[src/design/slpg_pkg.sv]
// ============================================================================
// slpg_pkg
// Shared widths, register indexes and the run descriptor of the stride-lock
// prefetch generator.
// ============================================================================
package slpg_pkg;

    localparam int FRAME_W     = 31;
    localparam int STRIDE_W    = 32;
    localparam int WIN_W       = 7;
    localparam int CFG_INDEX_W = 8;
    localparam int CFG_DATA_W  = 32;
    localparam int IN_TDATA_W  = 32;
    localparam int OUT_TDATA_W = 64;
    localparam int QUEUE_DEPTH = 2;
    localparam int QPTR_W      = 1;
    localparam int QCNT_W      = 2;

    // Largest prefetch distance; wider window settings are clamped to it.
    localparam logic [WIN_W-1:0] MAX_WINDOW = 7'd64;

    // Configuration register indexes.
    localparam logic [CFG_INDEX_W-1:0] REG_TOTAL_FRAMES    = 8'd0;
    localparam logic [CFG_INDEX_W-1:0] REG_PREFETCH_WINDOW = 8'd1;

    // One prefetch run, handed from the classifier to the generator.
    typedef struct packed {
        logic [FRAME_W-1:0]         frame;      // requested frame
        logic signed [STRIDE_W-1:0] stride;     // stride used for the run
        logic [WIN_W-1:0]           stride_mag; // |stride|, clamped to MAX_WINDOW
        logic [WIN_W-1:0]           window;     // window, clamped to MAX_WINDOW
        logic                       locked;     // lock state after the request
    } run_desc_t;

endpackage

[src/design/slpg_front.sv]
// ============================================================================
// slpg_front
// Request classifier: derives the stride, runs the lock machine and builds
// the run descriptor for each accepted request.
// ============================================================================
module slpg_front
    import slpg_pkg::*;
#(
    parameter int LOCK_LENGTH = 3
)
(
    input  logic               clk,
    input  logic               rst_n,
    input  logic               in_valid,
    output logic               in_ready,
    input  logic [FRAME_W-1:0] in_frame,
    input  logic [WIN_W-1:0]   window_cfg,
    output logic               desc_valid,
    input  logic               desc_ready,
    output run_desc_t          desc
);

    localparam int CNT_W = $clog2(LOCK_LENGTH + 1);
    localparam logic [CNT_W-1:0] LOCK_MAX = CNT_W'(LOCK_LENGTH);

    logic [FRAME_W-1:0]         prev_frame_reg;
    logic signed [STRIDE_W-1:0] locked_stride_reg, locked_stride_next;
    logic signed [STRIDE_W-1:0] cand_stride_reg, cand_stride_next;
    logic [CNT_W-1:0]           hit_reg, hit_next;
    logic [CNT_W-1:0]           miss_reg, miss_next;
    logic                       locked_reg, locked_next;

    logic signed [STRIDE_W-1:0] diff;
    logic signed [STRIDE_W-1:0] stride;
    logic signed [STRIDE_W-1:0] run_stride;
    logic [STRIDE_W-1:0]        stride_abs;
    logic                       accept;

    function automatic logic [CNT_W-1:0] sat_inc(input logic [CNT_W-1:0] c);
        return (c >= LOCK_MAX) ? LOCK_MAX : c + 1'b1;
    endfunction

    assign in_ready   = desc_ready;
    assign desc_valid = in_valid;
    assign accept     = in_valid & desc_ready;

    always_comb
    begin
        diff   = $signed({1'b0, in_frame}) - $signed({1'b0, prev_frame_reg});
        stride = (diff == '0) ? STRIDE_W'(1) : diff;

        locked_stride_next = locked_stride_reg;
        cand_stride_next   = cand_stride_reg;
        hit_next           = hit_reg;
        miss_next          = miss_reg;
        locked_next        = locked_reg;

        if (locked_reg)
        begin
            if (locked_stride_reg == stride)
            begin
                hit_next  = '0;
                miss_next = '0;
            end
            else if (cand_stride_reg == stride)
            begin
                hit_next  = sat_inc(hit_reg);
                miss_next = sat_inc(miss_reg);
            end
            else
            begin
                hit_next  = '0;
                miss_next = sat_inc(miss_reg);
            end
            cand_stride_next = stride;
            // Relock onto the new stride once it has repeated long enough.
            if (miss_next >= LOCK_MAX && hit_next >= LOCK_MAX)
            begin
                locked_stride_next = stride;
                hit_next           = '0;
                miss_next          = '0;
            end
            else if (miss_next >= LOCK_MAX)
            begin
                locked_next = 1'b0;
            end
        end
        else
        begin
            // While unlocked the candidate stride is held, not followed.
            if (cand_stride_reg == stride)
            begin
                hit_next  = sat_inc(hit_reg);
                miss_next = '0;
            end
            else
            begin
                hit_next  = '0;
                miss_next = sat_inc(miss_reg);
            end
            if (hit_next >= LOCK_MAX)
            begin
                locked_stride_next = stride;
                miss_next          = '0;
                locked_next        = 1'b1;
            end
        end

        run_stride = locked_next ? locked_stride_next : STRIDE_W'(1);
        stride_abs = run_stride[STRIDE_W-1] ? STRIDE_W'(-run_stride) : STRIDE_W'(run_stride);

        desc.frame      = in_frame;
        desc.stride     = run_stride;
        desc.stride_mag = (stride_abs > STRIDE_W'(MAX_WINDOW)) ? MAX_WINDOW
                                                                : stride_abs[WIN_W-1:0];
        desc.window     = (window_cfg > MAX_WINDOW) ? MAX_WINDOW : window_cfg;
        desc.locked     = locked_next;
    end

    always_ff @(posedge clk or negedge rst_n)
    begin
        if (!rst_n)
        begin
            prev_frame_reg    <= '0;
            locked_stride_reg <= STRIDE_W'(1);
            cand_stride_reg   <= STRIDE_W'(1);
            hit_reg           <= '0;
            miss_reg          <= '0;
            locked_reg        <= 1'b0;
        end
        else if (accept)
        begin
            prev_frame_reg    <= in_frame;
            locked_stride_reg <= locked_stride_next;
            cand_stride_reg   <= cand_stride_next;
            hit_reg           <= hit_next;
            miss_reg          <= miss_next;
            locked_reg        <= locked_next;
        end
    end

endmodule

[src/design/slpg_queue.sv]
// ============================================================================
// slpg_queue
// Two-entry queue of run descriptors between classifier and generator.
// ============================================================================
module slpg_queue
    import slpg_pkg::*;
(
    input  logic      clk,
    input  logic      rst_n,
    input  logic      push_valid,
    output logic      push_ready,
    input  run_desc_t push_desc,
    output logic      pop_valid,
    input  logic      pop_ready,
    output run_desc_t pop_desc
);

    run_desc_t         entry_reg [QUEUE_DEPTH];
    logic [QPTR_W-1:0] wr_ptr_reg;
    logic [QPTR_W-1:0] rd_ptr_reg;
    logic [QCNT_W-1:0] count_reg;
    logic              do_push;
    logic              do_pop;

    assign push_ready = (count_reg != QCNT_W'(QUEUE_DEPTH));
    assign pop_valid  = (count_reg != '0);
    assign pop_desc   = entry_reg[rd_ptr_reg];
    assign do_push    = push_valid & push_ready;
    assign do_pop     = pop_valid & pop_ready;

    always_ff @(posedge clk)
    begin
        if (do_push)
        begin
            entry_reg[wr_ptr_reg] <= push_desc;
        end
    end

    always_ff @(posedge clk or negedge rst_n)
    begin
        if (!rst_n)
        begin
            wr_ptr_reg <= '0;
            rd_ptr_reg <= '0;
            count_reg  <= '0;
        end
        else
        begin
            if (do_push)
            begin
                wr_ptr_reg <= wr_ptr_reg + 1'b1;
            end
            if (do_pop)
            begin
                rd_ptr_reg <= rd_ptr_reg + 1'b1;
            end
            if (do_push && !do_pop)
            begin
                count_reg <= count_reg + 1'b1;
            end
            else if (do_pop && !do_push)
            begin
                count_reg <= count_reg - 1'b1;
            end
        end
    end

endmodule

[src/design/slpg_back.sv]
// ============================================================================
// slpg_back
// Candidate generator: walks one run at a time and emits one prefetch
// candidate per cycle through an output register while the output does not stall.
// ============================================================================
module slpg_back
    import slpg_pkg::*;
(
    input  logic                        clk,
    input  logic                        rst_n,
    input  logic                        desc_valid,
    output logic                        desc_ready,
    input  run_desc_t                   desc,
    input  logic [FRAME_W-1:0]          total_frames,
    output logic                        out_valid,
    input  logic                        out_ready,
    output logic [FRAME_W-1:0]          out_frame,
    output logic                        out_last,
    output logic                        out_locked,
    output logic signed [STRIDE_W-1:0]  out_stride
);

    logic                       busy_reg;
    logic [FRAME_W-1:0]         cand_reg;
    logic [WIN_W-1:0]           dist_reg;
    logic signed [STRIDE_W-1:0] stride_reg;
    logic [WIN_W-1:0]           mag_reg;
    logic [WIN_W-1:0]           window_reg;
    logic                       locked_reg;

    logic                       out_valid_reg;
    logic [FRAME_W-1:0]         out_frame_reg;
    logic                       out_last_reg;
    logic                       out_locked_reg;
    logic signed [STRIDE_W-1:0] out_stride_reg;

    logic [FRAME_W+1:0]         first_sum;
    logic [FRAME_W+1:0]         next_sum;
    logic [WIN_W:0]             dist_sum;
    logic [WIN_W-1:0]           dist_next;
    logic                       first_ok;
    logic                       next_ok;
    logic                       load;
    logic                       emit;

    // A candidate is usable when it is non-negative and below the frame count.
    function automatic logic in_range(input logic [FRAME_W+1:0] x,
                                      input logic [FRAME_W-1:0] limit);
        return !x[FRAME_W+1] && (x[FRAME_W:0] < {1'b0, limit});
    endfunction

    assign desc_ready = !busy_reg;
    assign load       = desc_valid & !busy_reg;
    assign emit       = busy_reg & (!out_valid_reg | out_ready);

    always_comb
    begin
        first_sum = {2'b00, desc.frame} + {desc.stride[STRIDE_W-1], desc.stride};
        first_ok  = (desc.window != '0) && in_range(first_sum, total_frames);
        next_sum  = {2'b00, cand_reg} + {stride_reg[STRIDE_W-1], stride_reg};
        next_ok   = (dist_reg < window_reg) && in_range(next_sum, total_frames);
        dist_sum  = {1'b0, dist_reg} + {1'b0, mag_reg};
        dist_next = (dist_sum > {1'b0, MAX_WINDOW}) ? MAX_WINDOW : dist_sum[WIN_W-1:0];
    end

    always_ff @(posedge clk or negedge rst_n)
    begin
        if (!rst_n)
        begin
            busy_reg      <= 1'b0;
            out_valid_reg <= 1'b0;
        end
        else
        begin
            if (load)
            begin
                busy_reg <= first_ok;
            end
            else if (emit && !next_ok)
            begin
                busy_reg <= 1'b0;
            end
            if (emit)
            begin
                out_valid_reg <= 1'b1;
            end
            else if (out_ready)
            begin
                out_valid_reg <= 1'b0;
            end
        end
    end

    always_ff @(posedge clk)
    begin
        if (load)
        begin
            cand_reg   <= first_sum[FRAME_W-1:0];
            dist_reg   <= desc.stride_mag;
            stride_reg <= desc.stride;
            mag_reg    <= desc.stride_mag;
            window_reg <= desc.window;
            locked_reg <= desc.locked;
        end
        else if (emit)
        begin
            cand_reg <= next_sum[FRAME_W-1:0];
            dist_reg <= dist_next;
        end
        if (emit)
        begin
            out_frame_reg  <= cand_reg;
            out_last_reg   <= !next_ok;
            out_locked_reg <= locked_reg;
            out_stride_reg <= stride_reg;
        end
    end

    assign out_valid  = out_valid_reg;
    assign out_frame  = out_frame_reg;
    assign out_last   = out_last_reg;
    assign out_locked = out_locked_reg;
    assign out_stride = out_stride_reg;

endmodule

[src/design/stride_lock_prefetch_generator_core.sv]
// ============================================================================
// stride_lock_prefetch_generator_core
// Stride-locking frame prefetch generator with a streaming request input,
// a streaming candidate output and a small configuration write port.
// ============================================================================
// Each request item carries a frame number. The front end takes the stride
// from the previous request (a repeated frame counts as stride one), updates
// the lock machine in the cycle the item is accepted and queues a run
// descriptor; requests are taken one per cycle as long as the two-entry run
// queue has room. The back end turns each run into candidates n+s, n+2s, ...
// at one item per cycle while the output does not stall, where s is the
// locked stride, or one while unlocked. A run stops once the distance
// reaches the prefetch window (clamped to 64), or the next candidate would
// be negative or at or beyond total_frames; the last candidate of a run has
// tlast set, and a run may emit nothing at all. The generator loads a run
// in a step of its own and then spends one step on each candidate; it takes
// no new run until its last candidate has been emitted, and a run with no
// candidate holds the back end for the load step alone. No clearing pass is
// needed after reset. Configuration must be written only while the block is
// idle; the block itself does not enforce this.
// ============================================================================
module stride_lock_prefetch_generator_core
    import slpg_pkg::*;
#(
    parameter int LOCK_LENGTH = 3
)
(
    input  logic                   clk,
    input  logic                   rst_n,

    // Request stream. tdata: requested_frame [30:0], zero [31].
    input  logic                   s_axis_tvalid,
    output logic                   s_axis_tready,
    input  logic [IN_TDATA_W-1:0]  s_axis_tdata,

    // Candidate stream. tdata: prefetch_frame [30:0], active_stride [62:31],
    // zero [63]. tuser: is_locked [0]. tlast: last_of_run.
    output logic                   m_axis_tvalid,
    input  logic                   m_axis_tready,
    output logic [OUT_TDATA_W-1:0] m_axis_tdata,
    output logic                   m_axis_tuser,
    output logic                   m_axis_tlast,

    // Configuration writes.
    input  logic                   cfg_valid,
    output logic                   cfg_ready,
    input  logic [CFG_INDEX_W-1:0] cfg_index,
    input  logic [CFG_DATA_W-1:0]  cfg_data
);

    logic [FRAME_W-1:0]         total_frames_reg;
    logic [WIN_W-1:0]           window_reg;

    logic                       front_valid;
    logic                       front_ready;
    run_desc_t                  front_desc;
    logic                       queue_valid;
    logic                       queue_ready;
    run_desc_t                  queue_desc;

    logic [FRAME_W-1:0]         out_frame;
    logic signed [STRIDE_W-1:0] out_stride;

    // The configuration port never stalls.
    assign cfg_ready = 1'b1;

    always_ff @(posedge clk or negedge rst_n)
    begin
        if (!rst_n)
        begin
            total_frames_reg <= '0;
            window_reg       <= 7'd8;
        end
        else if (cfg_valid)
        begin
            case (cfg_index)
                REG_TOTAL_FRAMES:    total_frames_reg <= cfg_data[FRAME_W-1:0];
                REG_PREFETCH_WINDOW: window_reg       <= cfg_data[WIN_W-1:0];
                default:             ;
            endcase
        end
    end

    // Front end: stride and lock classification.
    slpg_front #(
        .LOCK_LENGTH (LOCK_LENGTH)
    ) u_front (
        .clk        (clk),
        .rst_n      (rst_n),
        .in_valid   (s_axis_tvalid),
        .in_ready   (s_axis_tready),
        .in_frame   (s_axis_tdata[FRAME_W-1:0]),
        .window_cfg (window_reg),
        .desc_valid (front_valid),
        .desc_ready (front_ready),
        .desc       (front_desc)
    );

    // Run queue decouples classification from candidate emission.
    slpg_queue u_queue (
        .clk        (clk),
        .rst_n      (rst_n),
        .push_valid (front_valid),
        .push_ready (front_ready),
        .push_desc  (front_desc),
        .pop_valid  (queue_valid),
        .pop_ready  (queue_ready),
        .pop_desc   (queue_desc)
    );

    // Back end: candidate walk and output register.
    slpg_back u_back (
        .clk          (clk),
        .rst_n        (rst_n),
        .desc_valid   (queue_valid),
        .desc_ready   (queue_ready),
        .desc         (queue_desc),
        .total_frames (total_frames_reg),
        .out_valid    (m_axis_tvalid),
        .out_ready    (m_axis_tready),
        .out_frame    (out_frame),
        .out_last     (m_axis_tlast),
        .out_locked   (m_axis_tuser),
        .out_stride   (out_stride)
    );

    assign m_axis_tdata = {1'b0, out_stride, out_frame};

    // Inside a run, the next candidate follows directly after a taken one.
    a_run_continues: assert property (@(posedge clk) disable iff (!rst_n)
        m_axis_tvalid && m_axis_tready && !m_axis_tlast |=> m_axis_tvalid)
        else $error("candidate run broke off before its last item");

    // Every candidate shown lies inside the clip.
    a_within_clip: assert property (@(posedge clk) disable iff (!rst_n)
        m_axis_tvalid |-> (m_axis_tdata[FRAME_W-1:0] < total_frames_reg))
        else $error("candidate at or beyond the frame count");

    // A run keeps one stride from its first candidate to its last.
    a_stride_held: assert property (@(posedge clk) disable iff (!rst_n)
        m_axis_tvalid && m_axis_tready && !m_axis_tlast
        |=> m_axis_tdata[62:31] == $past(m_axis_tdata[62:31]))
        else $error("stride changed within a run");

    // Unlocked runs always step by one frame.
    a_unlocked_unit: assert property (@(posedge clk) disable iff (!rst_n)
        m_axis_tvalid && !m_axis_tuser |-> (m_axis_tdata[62:31] == 32'd1))
        else $error("unlocked run with a stride other than one");

endmodule

[config.mk]
export PLATFORM = sky130hd
export DESIGN_NAME = stride_lock_prefetch_generator_core
export DESIGN_NICKNAME = d
export VERILOG_FILES = /design/src/design/slpg_pkg.sv /design/src/design/slpg_front.sv /design/src/design/slpg_queue.sv /design/src/design/slpg_back.sv /design/src/design/stride_lock_prefetch_generator_core.sv
export SDC_FILE = /design/constraint.sdc
export NUM_CORES = 1
export LEC_CHECK = 0
export BUFFER_PORTS_ARGS = -buffer_cell sky130_fd_sc_hd__buf_2
export CAP_MARGIN = 40
export CELL_PAD_IN_SITES_DETAIL_PLACEMENT = 1
export CELL_PAD_IN_SITES_GLOBAL_PLACEMENT = 2
export CORE_ASPECT_RATIO = 1.5
export CORE_MARGIN = 5
export CORE_UTILIZATION = 35
export CTS_BUF_LIST = sky130_fd_sc_hd__clkbuf_8
export CTS_CLUSTER_DIAMETER = 120
export DETAILED_ROUTE_END_ITERATION = 10
export PLACE_DENSITY = 0.76
export SKIP_LAST_GASP = 1
export SLEW_MARGIN = 10
export SYNTH_ARGS = -nofsm -noshare
export SYNTH_HDL_FRONTEND = slang
export SYNTH_SLANG_ARGS = --single-unit
[constraint.sdc]
create_clock -name clk -period 9.02 [get_ports clk]
set_input_delay 1.804 -clock clk [delete_from_list [all_inputs] [get_ports clk]]
set_output_delay 1.804 -clock clk [all_outputs]
set_load 0.05 [all_outputs]
Word level (Yosys, flattened, before mapping)
Memory sizes are Yosys's and may differ from the RTL's.
Index checks and enable logic that the tools add are counted.
{"block": "op_classes", "mux": 39, "multipliers": 0, "n_reduce_logical": 26, "n_lt_le_gt_ge": 11, "n_bitwise": 4, "n_div": 0, "n_addsub": 11, "eq_ne": 4, "n_shift": 0}
{"op": "32-bit 2-to-1 mux", "count": 6}
{"op": "32-bit by 32-bit adder with 33-bit output", "count": 2}
{"op": "32-bit == test", "count": 2}
{"op": "32-bit by 31-bit < comparator with 1-bit output", "count": 2}
{"op": "31-bit 2-to-1 mux", "count": 2}
{"op": "7-bit 2-to-1 mux", "count": 5}
{"op": "32-bit by 7-bit greater-than comparator with 1-bit output, second input constant", "count": 1}
{"op": "32-bit logical NOT", "count": 1}
{"op": "2-bit 2-to-1 mux", "count": 16}
{"op": "32-bit negation", "count": 1}
{"op": "31-bit by 31-bit subtractor with 32-bit output", "count": 1}
{"op": "2-bit >= comparator, second input constant", "count": 5}
{"op": "1-bit 2-to-1 mux", "count": 10}
{"op": "2-bit nonzero test", "count": 5}
{"op": "7-bit by 7-bit adder with 8-bit output", "count": 1}
{"op": "8-bit by 1-bit == test with 1-bit output, second input constant", "count": 1}
{"op": "8-bit by 7-bit greater-than comparator with 1-bit output, second input constant", "count": 1}
{"op": "1-bit logical AND", "count": 8}
{"op": "8-bit logical NOT", "count": 1}
{"op": "7-bit greater-than comparator, second input constant", "count": 1}
{"op": "1-bit logical NOT", "count": 7}
{"op": "7-bit < comparator", "count": 1}
{"op": "7-bit nonzero test", "count": 1}
{"op": "2-bit by 1-bit adder with 2-bit output, second input constant", "count": 3}
{"op": "6 further kinds", "count": 11}
{"block": "word_totals", "n_memories": 1, "elab_cells": 119, "rom_bits": 0, "ram_bits": 156, "latch_bits": 0, "ff_bits": 294}
{"name": "u_queue.entry_reg", "depth": 2, "word_bits": 78, "rd": 1, "rd_clocked_by_memory_dff": 0, "write_ports": 1, "line_no": "slpg_queue.sv:18", "source": "run_desc_t entry_reg [QUEUE_DEPTH];"}

Depth between registers and ports, before layout
{"block": "logic_depth", "depth_word": 16, "mapped_depth": 33, "mapped_depth_nobuf": 27}

Modules after synthesis
Synthesis repeated with hierarchy kept, for this count alone.
{"block": "hier_totals", "hier_cells": 2762, "area_unflattened_um2": 28850.2}
{"module": "slpg_front", "area_per_inst_um2": 11437.2, "seq_area_each_um2": 2504.9, "n_inst": 1, "cells_each": 1489}
{"module": "slpg_back", "area_per_inst_um2": 10050.9, "seq_area_each_um2": 4554.4, "n_inst": 1, "cells_each": 923}
{"module": "slpg_queue", "area_per_inst_um2": 5858.1, "seq_area_each_um2": 4784.6, "n_inst": 1, "cells_each": 261}
{"module": "stride_lock_prefetch_generator_core", "area_per_inst_um2": 1503.9, "seq_area_each_um2": 952.2, "n_inst": 1, "cells_each": 89}

Worst setup path after synthesis
No wires, ideal clock.
{"block": "synth_path", "kind": "input-to-reg", "start": "input port s_axis_tdata[0]", "end": "memory u_queue.entry_reg[0][11] in the netlist's numbering (data pin)", "t_required_ps": 8883, "stages": 32, "t_arrival_ps": 9411, "path_slack_ps": -529, "cell_sequence": "inv_1 -> ha_1 -> fa_1 -> nand2b_1 -> a211o_4 -> a2111oi_4 -> nor3_1 -> xnor2_2 -> nand3_1 -> or4_4 -> or3_4 -> o211ai_2 -> a31o_4 -> buf_6 -> buf_6 -> buf_2 -> clkbuf_1 -> clkbuf_1 -> nor3_1 -> a21oi_1 -> ha_1 -> clkinv_1 -> or3_1 -> clkbuf_1 -> nor3b_1 -> a32oi_1 -> a22o_1 -> or4_1 -> nor4b_2 -> o2111ai_1 -> nor3_2 -> and3_1"}
{"item": "start: declaration", "line_no": "stride_lock_prefetch_generator_core.sv:34", "source": "input logic [IN_TDATA_W-1:0] s_axis_tdata,"}
{"item": "end: declaration", "line_no": "slpg_queue.sv:18"}

==> out/qor.txt <==
Worst r2r dst - u_queue.entry_reg[1][12]$_DFFE_PP_
Clk root buf - clkbuf_8
Number of global-route vias before repair - 25800
Hold Buf Count CTS - 0
Rel. slew slack - 42.1%
Leak - 14.5 nW
Fin cells - 4283
Pin count of the biggest net entering global routing - 68
Worst reg2reg path depth - 29
Clock skew - 37.4 ps
Synthesized instance count - 2703
Drt wl/cell - 25.2 um
CTS tree - done
Initial Util - 35.3%
Fillers - 8848
Post-Syn Area per Cell - 10.3 um^2
Syn Std Cell Area - 27800 um^2
Ys flop type - edfxtp_1
CP Capture Type - flop
Hold Path Stages - 0
DRT met1 WL - 39600 um
Synthesized-area fraction occupied by xor and xnor cells - 4.78%
Syn_nets - 2952
Setup Crit Path Kind - input pin to flop
1st-iter DRT viols - 1084
Async S/R FF share, synth - 32.0%
Total Wirelength - 108000 um
Cell Rows - 126
Seq/Total Area, Yosys - 46.0%
Ys Warns - 0
Buffer count from post-CTS setup fixing - 0
Share of layout cells above drive strength 1 - 26.0%
DRT antenna net count - 0
Initial antenna violation count - 1
Htree depth - 3
Hold path start - u_back.locked_reg$_DFFE_PP_
Top routing layer in use - met4
Worst slew pin tran - 869 ps
Vias/cell - 5.52
Reg-to-Reg Start - u_front.prev_frame_reg[2]$_DFFE_PN0P_
Num CTS Buffers - 76
Routability cong. - 0.916
Clock tree buffer depth - 3
Synth Area in Compound Gates - 17.1%
Clk sinks - 450
Clk slew on worst S/H paths - 60 ps
Setup TNS - 0 ps
Via Count - 23700
I/O pin total - 146
Pwr dens - 406 nW/um^2
Largest family of logic cells by synthesized area - compound AO/OA/AOI/OAI gates
Fin nets - 3443
First-pass DRT Iterations - 5
First-pass GRT wire length - 159000 um
Met2 wire length - 57800 um
Simple-Gate Fraction of Synth Area - 15.4%
Fin crit period - 8710 ps
Hold Path Sink - u_back.out_locked$_DFFE_PP_
Max cap viols - 0
Total core area - 78800 um^2
Footprint of the multi-input gates - 14100 um^2
PortBufs - 141
Status - finished, final reports clean
Post-synthesis adder-cell area fraction - 7.85%
Die area - 85300 um^2
Post-cts sizing count - 0
Die width - 240 um
Placed Instances - 4139
Min-delay worst type - flop to flop
Area growth from synthesis to layout - 22.6%
Die Ht - 355 um
RSZ-0062 raised after global routing - false
Achievable frequency - 115 MHz
Worst hold slack - 431 ps
Max FFs per register - 156
Period utilisation layout - 96.6%
Peak supply drop - 160 uV
Crit Path Max Fanout - 6
Hold Vio Cnt, Final - 0
Worst Path Required - 9550 ps
Power, Total - 13.8 mW
CP Data Arrival Time - 9250 ps
Setup violators final - 0
EDFF count, synth - 306
Post-detail-place hpwl - 86600 um
Met3 routed WL - 3760 um
Startpoint Class - input pin
DRC viols - 0
Synthesized flop and latch total - 450
GRT Total Usage - 24.7%
Cell variety after synth - 121
Grt ovf - 0
Post-synthesis mux area share - 5.08%
Seq. cell area - 12800 um^2
R2r setup slk - 1220 ps
Clk Latency, worst-skew pair - 710 ps
Slew Viols, Final - 0
-- synthesized netlist by cell type, types with 7 or more instances --
cell type | number | area, um^2
a2111oi_0 | 14 | 123
a211o_1 | 12 | 105
a211oi_1 | 26 | 195
a21o_1 | 57 | 428
a21oi_1 | 145 | 726
a31oi_1 | 11 | 68.8
and2_1 | 24 | 150
and3_1 | 27 | 169
buf_1 | 8 | 30.0
buf_2 | 23 | 115
buf_4 | 7 | 52.6
clkbuf_1 | 82 | 308
dfrtp_1 | 141 | 3530
edfxtp_1 | 306 | 9190
ha_1 | 168 | 2100
inv_1 | 118 | 443
mux2_2 | 103 | 1160
mux2i_1 | 24 | 240
nand2_1 | 323 | 1210
nand2b_1 | 32 | 200
nand3_1 | 60 | 300
nand4_1 | 24 | 150
nor2_1 | 132 | 495
nor2b_1 | 37 | 231
nor3_1 | 61 | 305
nor3b_1 | 8 | 60.1
nor4_1 | 26 | 163
nor4b_1 | 7 | 61.3
o2111ai_1 | 8 | 70.1
o211ai_1 | 16 | 120
o21a_1 | 27 | 203
o21ai_0 | 230 | 1150
o21ai_1 | 8 | 40.0
o21bai_1 | 12 | 90.1
o22ai_1 | 7 | 43.8
o31a_1 | 9 | 78.8
o31ai_1 | 33 | 248
o41ai_1 | 8 | 70.1
or2_2 | 13 | 81.3
or3_1 | 26 | 163
or4_1 | 17 | 128
xnor2_1 | 85 | 744
xnor3_1 | 9 | 203
xor2_1 | 34 | 298
-- per-stage QoR --
step | cell area, um^2 | setup WS [ps] | utilization (%)
floorplan | 27900 | 9.21 | -
global placement | 32300 | -479 | 41.0
detailed placement | 32400 | -454 | 41.1
CTS | 34000 | 263 | 43.1
global route | 34100 | 14.1 | 43.2
finish | 34100 | 305 | 43.2
-- cells by family (layout without fill, tap and decap cells) --
| family | Yosys count | in the layout |
|---|---|---|
| muxes | 128 | 128 |
| DFF | 450 | 450 |
| xor gates and xnor gates | 132 | 132 |
| and+or+nand+nor | 858 | 858 |
| other | 2 | 3 |
| buffers and inverters | 248 | 803 |
| adders and majority gates | 172 | 172 |
| AOI/OAI and AO/OA | 713 | 713 |
-- power by group --
group / total (mW) / switching, mW / internal [mW]
clock network: 1.97 / 0.924 / 1.05
registers: 3.34 / 0.264 / 3.08
logic: 8.52 / 5.16 / 3.36
-- final cells by class --
type	instances	share of cell area, %
multi-input combinational	2005	41.4
sequential	450	37.6
timing repair buffer	539	11.2
tap	1024	3.76
clock buffer	88	3.55
inverter	122	1.36
clock inverter	54	1.22
antenna	1	0.00734
-- cell usage in the layout, fill, tap and decap left out, types with 10 or more instances in the layout --
master,instances
buf_4,388
nand2_1,323
edfxtp_1,306
o21ai_0,228
ha_1,167
a21oi_1,145
inv_1,143
buf_2,140
dfrtp_1,140
nor2_1,130
mux2_2,103
clkbuf_8,88
xnor2_1,85
nand3_1,60
nor3_1,58
a21o_1,57
nor2b_1,37
xor2_1,34
nand2b_1,31
o31ai_1,30
o21a_1,27
and3_1,26
or3_1,26
nor4_1,26
nand4_1,24
a211oi_1,24
mux2i_1,24
and2_1,23
o211ai_1,16
or4_1,16
or2_2,13
o21bai_1,12
a211o_1,12
a31oi_1,11
a2111oi_0,10
-- critical path, cell delays in order --
cell and delay (ps):
buf_2 170, ha_1 400, a21oi_1 310, o211ai_1 170, or4_1 410, mux2i_1 440
nor3b_1 110, a2111oi_0 530, or4bb_1 590, nor4b_1 330, and4b_2 340, a31o_4 220
nor3_1 60, a21oi_1 220, buf_4 160, ha_2 230, clkinv_4 60, or3_1 340
buf_4 170, nor3b_2 180, a32oi_1 160, a22o_1 290, or4_1 550, nor4b_2 280
o2111ai_1 200, nor3_2 150, buf_4 180, o211a_1 170
-- layer usage --
metal	up-vias	global-route usage, %
li1	11000	-
met1	11800	26.0
met2	581	47.1
met3	241	2.67
met4	0	13.8
met5	-	0
-- worst max-delay path by stage --
stage               slack (ps)              from                            endpoint  cells past startpoint
CTS                        260   s_axis_tdata[0]  u_queue.entry_reg[1][12]$_DFFE_PP_                     33
floorplan                    9   s_axis_tdata[0]  u_queue.entry_reg[0][11]$_DFFE_PP_                     32
global route                10   s_axis_tdata[0]  u_queue.entry_reg[1][12]$_DFFE_PP_                     31
finish                     310  s_axis_tdata[14]  u_queue.entry_reg[1][12]$_DFFE_PP_                     28
global placement          -480   s_axis_tdata[0]  u_queue.entry_reg[0][11]$_DFFE_PP_                     32
detailed placement        -450   s_axis_tdata[0]  u_queue.entry_reg[0][11]$_DFFE_PP_                     33
No activity file was read; power rests on OpenSTA's default activity.
